**config.mk**
```make
export PLATFORM = sky130hd
export DESIGN_NAME = psrm_divider
export DESIGN_NICKNAME = d
export VERILOG_FILES = /design/src/sv/psrm_pkg.sv /design/src/sv/psrm_divider.sv
export SDC_FILE = /design/constraint.sdc
export NUM_CORES = 1
export LEC_CHECK = 0
export ABC_CLOCK_PERIOD_IN_PS = 5400
export BUFFER_PORTS_ARGS = -buffer_cell sky130_fd_sc_hd__clkbuf_2
export CAP_MARGIN = 25
export CORE_AREA = 2 2 138 140
export DETAILED_ROUTE_END_ITERATION = 6
export DIE_AREA = 0 0 140 142
export PLACE_DENSITY = 0.47
export SLEW_MARGIN = 10
export SYNTH_ARGS = -nofsm -noshare
export SYNTH_HDL_FRONTEND = slang
export SYNTH_SLANG_ARGS = --single-unit
```
**constraint.sdc**
```tcl
create_clock -name clk -period 5.4 [get_ports clk]
set_input_delay 0.54 -clock clk [delete_from_list [all_inputs] [get_ports clk]]
set_output_delay 0.54 -clock clk [all_outputs]
set_load 0.05 [all_outputs]
```
**src/sv/psrm_pkg.sv**
```systemverilog
// psrm_pkg: shared constants, types and state codes for the phase stereo row matcher
// no dependencies; used by every module in sv/
package psrm_pkg;

  localparam int ROW_WIDTH = 1024;
  localparam int COL_W     = $clog2(ROW_WIDTH);
  localparam int CNT_W     = $clog2(ROW_WIDTH + 1);
  localparam int PH_W      = 24;
  localparam int ROW_W     = 12;
  localparam int POS_W     = 20;
  localparam int MEM_W     = PH_W + 1;
  localparam int PROD_W    = PH_W + COL_W;
  localparam int DVD_W     = PROD_W + 10;
  localparam int DVS_W     = PH_W + 1;
  localparam int DIV_STEPS = DVD_W;
  localparam int STEP_W    = $clog2(DIV_STEPS + 1);
  localparam int WIDE_W    = DVD_W + 2;
  localparam logic [PH_W-1:0] THRESH_RESET = 24'd410;
  localparam logic [2:0] ADDR_THRESH = 3'd0;

  localparam logic signed [WIDE_W-1:0] POS_MAX = WIDE_W'(524287);
  localparam logic signed [WIDE_W-1:0] POS_MIN = -WIDE_W'(524288);

  typedef enum logic [7:0] {
    S_IDLE  = 8'b0000_0001,
    S_SCAN  = 8'b0000_0010,
    S_ORDER = 8'b0000_0100,
    S_MUL   = 8'b0000_1000,
    S_DGO   = 8'b0001_0000,
    S_DIV   = 8'b0010_0000,
    S_FIN   = 8'b0100_0000,
    S_OUT   = 8'b1000_0000
  } state_t;

  typedef enum logic {
    MODE_LOAD  = 1'b0,
    MODE_QUERY = 1'b1
  } mode_t;

  typedef struct packed {
    logic busy;
    logic done;
  } div_stat_t;

endpackage

```
**src/sv/psrm_divider.sv**
```systemverilog
// psrm_divider: restoring unsigned divider, one quotient bit per cycle
// depends on psrm_pkg
module psrm_divider (
  input  logic                          clk,
  input  logic                          rst_n,
  input  logic                          start,
  input  logic [psrm_pkg::DVD_W-1:0]    dividend,
  input  logic [psrm_pkg::DVS_W-1:0]    divisor,
  output logic [psrm_pkg::DVD_W-1:0]    quotient,
  output psrm_pkg::div_stat_t           stat
);

  logic [psrm_pkg::DVS_W-1:0]  rem_r, rem_nxt;
  logic [psrm_pkg::DVD_W-1:0]  quo_r, quo_nxt;
  logic [psrm_pkg::DVS_W-1:0]  dvs_r;
  logic [psrm_pkg::STEP_W-1:0] cnt_r, cnt_nxt;
  logic                        busy_r, busy_nxt;
  logic                        done_r, done_nxt;
  logic [psrm_pkg::DVS_W:0]    trial;
  logic                        fits;

  // one shift-subtract step
  always_comb begin
    trial    = {rem_r, quo_r[psrm_pkg::DVD_W-1]};
    fits     = trial >= {1'b0, dvs_r};
    rem_nxt  = rem_r;
    quo_nxt  = quo_r;
    cnt_nxt  = cnt_r;
    busy_nxt = busy_r;
    done_nxt = 1'b0;
    if (start) begin
      rem_nxt  = '0;
      quo_nxt  = dividend;
      cnt_nxt  = '0;
      busy_nxt = 1'b1;
    end else if (busy_r) begin
      rem_nxt = fits ? psrm_pkg::DVS_W'(trial - {1'b0, dvs_r})
                     : trial[psrm_pkg::DVS_W-1:0];
      quo_nxt = {quo_r[psrm_pkg::DVD_W-2:0], fits};
      cnt_nxt = cnt_r + 1'b1;
      if (cnt_r == psrm_pkg::STEP_W'(psrm_pkg::DIV_STEPS - 1)) begin
        busy_nxt = 1'b0;
        done_nxt = 1'b1;
      end
    end
  end

  always_ff @(posedge clk) begin
    if (!rst_n) begin
      busy_r <= 1'b0;
      done_r <= 1'b0;
      cnt_r  <= '0;
    end else begin
      busy_r <= busy_nxt;
      done_r <= done_nxt;
      cnt_r  <= cnt_nxt;
    end
  end

  always_ff @(posedge clk) begin
    rem_r <= rem_nxt;
    quo_r <= quo_nxt;
    if (start) begin
      dvs_r <= divisor;
    end
  end

  assign quotient  = quo_r;
  assign stat.busy = busy_r;
  assign stat.done = done_r;

endmodule

```
==> impl_metrics.toml <==
[global_route]
grt_pass1_vias = 4230
grt.total_usage_pct = 13.2
antenna_found_initial = 0
grt_overflow = 0
grt_first_pass_wirelength_um = 21000
grt_max_degree = 47

[worst_setup_path]
reg2reg_from = "quotient[43]"
endpoint_kind = "flop"
ff2ff_path_depth = 13
critical_path_class = "reg2reg"
required_ps = 5660
start_kind = "flop"
r2r_end = "rem_r[0]"
timing.reg2reg.setup_slack_ps = 1610
cp_max_fo = 12
crit_arrival_ps = 4050

[finish]
fin_nets = 713
drive_above_1_share_pct = 30.7
area_growth_pct = 20.7
diodes = 0

[pwr]
finalPower_mw = 2.06
cellPowerDensity_nw_per_um2 = 312
p_leak_nw = 2.78
ir_drop_uv = 151

[floorplanning]
ioPinCount = 118
std_cell_rows = 50
dieArea_um2 = 19900
coreArea_um2 = 18500
die_height_um = 142
start_util_pct = 29.6
die_x_um = 140

[timing]
drv_slew = 0
max_freq_mhz = 264
tns_ps = 0
min_period_ps = 3790
period_share_pct = 70.1
setup_viol = 0
clock_skew_ps = 11.0
tightest_slew_ps = 876
worst_hold_slack_ps = 359
rsz0062_at_grt = "no"
hold_viol_final = 0
worst_slew_margin_rel_pct = 41.5

[run]
cap_violations = 0

[synthesis]
yosysUniqueCellTypes = 55
synth_edf_count = 69
synth-seq-cells = 102
synthCells = 505
ys.flop_type = "edfxtp_1"
yosysSeqAreaShare_pct = 50.0
syn_avg_cell_area_um2 = 10.8
ys_async_sr_fraction_pct = 0
synth_nets = 604
yosys_warnings = 0
netlist_area_um2 = 5460

[clock_network]
clockBufferDepth = 2
htreeDepth = 3
postCtsSetupRepairBufs = 0
tritoncts = "built"
clockRootBuffer = "clkbuf_16"
cts.repair.resized = 0
hold_buffers = 0
clock_sinks = 102
clkTransAtPathRegs_ps = 80
worstSkewPairLatency_ps = 350
cts_buffers = 9

[min_path]
hold_depth = 1
hp-start = "divisor[16]"
min_path_type = "in2reg"
worstHoldEndpoint = "dvs_r[16]"

[drt]
ant_nets = 0
vias = 4137
post_drt_wl_per_cell_um = 15.0
drc = 0
drtPass1Iterations = 5
wirelength_um = 12800
via_per_inst = 4.85
drt_iter0_drc = 226

[placement]
hpwl_um = 9360
gp_congestion = 0.818
io_buffers = 117

[status]
run_status = "finished clean"
-- where the power goes --
part / total, mW / switching, mW / internal [mW] / leakage (nW)
registers: 0.936 / 0.0310 / 0.905 / 0.957
logic: 0.437 / 0.287 / 0.150 / 1.67
clock network: 0.685 / 0.316 / 0.370 / 0.155
total: 2.06 / 0.634 / 1.42 / 2.78
-- kinds of logic after synthesis --
| family | after synthesis | synth area share [%] |
|---|---|---|
| compound gates | 109 | 13.9 |
| flops | 102 | 50.0 |
| mux | 47 | 9.62 |
| simple gates | 137 | 11.9 |
| fa+ha+maj | 27 | 6.32 |
| xor+xnor | 22 | 3.53 |
| buf+inv | 61 | 4.72 |
-- synthesized netlist by cell type, types with 4 or more instances --
| master | count | area [um^2] |
|---|---|---|
| edfxtp_1 | 69 | 2070 |
| mux2_2 | 44 | 495 |
| nand2_1 | 42 | 158 |
| nor2_1 | 40 | 150 |
| inv_1 | 35 | 131 |
| dfxtp_1 | 33 | 661 |
| ha_1 | 26 | 325 |
| a21oi_1 | 24 | 120 |
| o21ai_0 | 22 | 110 |
| clkbuf_1 | 17 | 63.8 |
| xnor2_1 | 12 | 105 |
| nand3_1 | 11 | 55.1 |
| a32oi_1 | 10 | 87.6 |
| xor2_1 | 10 | 87.6 |
| a21o_1 | 9 | 67.6 |
| a311oi_1 | 8 | 70.1 |
| nand4_1 | 7 | 43.8 |
| nor3_1 | 7 | 35.0 |
| o31ai_1 | 7 | 52.6 |
| o21a_1 | 6 | 45.0 |
| or3_1 | 5 | 31.3 |
| nor4_1 | 4 | 25.0 |
-- placed cells by master, fill, tap and decap left out, types with 8 or more instances in the layout --
| cell type | count |
|---|---|
| clkbuf_16 | 9 |
| xor2_1 | 10 |
| nor2_1 | 40 |
| a21o_1 | 9 |
| o21ai_0 | 22 |
| inv_1 | 34 |
| clkbuf_2 | 116 |
| xnor2_1 | 12 |
| a32oi_1 | 10 |
| mux2_2 | 44 |
| nand2_1 | 42 |
| a311oi_1 | 8 |
| edfxtp_1 | 69 |
| dfxtp_1 | 33 |
| ha_1 | 26 |
| a21oi_1 | 24 |
| nand3_1 | 11 |
-- state kept, by name (all words and copies together), names as in the netlist --
signal    cells
quotient     44
dvs_r        25
rem_r        25
cnt_r         6
busy_r        1
done_r        1
-- through the flow --
stage | worst slack (ps) | instance area, um^2 | utilization [%] | cells
3_3_place_gp | 1650 | 6250 | 33.9 | 835
3_5_place_dp | 1440 | 6250 | 33.9 | 835
5_1_grt | 1330 | 6590 | 35.7 | 853
2_1_floorplan | 2070 | 5460 | - | 505
6_report | 1610 | 6590 | 35.7 | 853
4_1_cts | 1420 | 6570 | 35.6 | 851
-- worst max-delay path by stage --
stage | startpoint | endpoint | depth (start not counted)
2_1_floorplan | quotient[43] | quotient[0] | 12
3_3_place_gp | quotient[43] | rem_r[9] | 12
3_5_place_dp | quotient[43] | rem_r[1] | 12
4_1_cts | quotient[43] | rem_r[1] | 12
5_1_grt | quotient[43] | rem_r[0] | 13
6_report | quotient[43] | rem_r[0] | 13
-- critical path: stages, from the launching register on --
cell	delay, ps
edfxtp_1	390
inv_1	100
ha_1	170
inv_1	60
fa_1	410
a21o_1	220
a221oi_2	390
a211oi_1	190
or2_2	340
a21oi_2	190
o2111ai_1	430
buf_4	380
and3_1	200
a311oi_2	230
-- metal layers --
metal | vias to the layer above | share of wire [%] | GRT usage (%) | wire length (um)
met2 | 113 | 44 | 21.1 | 5600
met1 | 1923 | 47 | 16.8 | 6020
met3 | 21 | 7.2 | 4.48 | 925
met5 | - | 0 | 0 | 0
met4 | 0 | 2.0 | 4.73 | 257
li1 | 2080 | - | - | -
-- area by class of cell --
cell class / count / area, um^2
multi-input cells: 342 / 2470
inverters: 35 / 131
fillers: 1860 / 11900
clock buffers: 9 / 225
flip-flops and latches: 102 / 2730
clock inverters: 7 / 88.8
repair buffers: 124 / 648
well taps: 234 / 293
(Power assumes the default switching activity.)
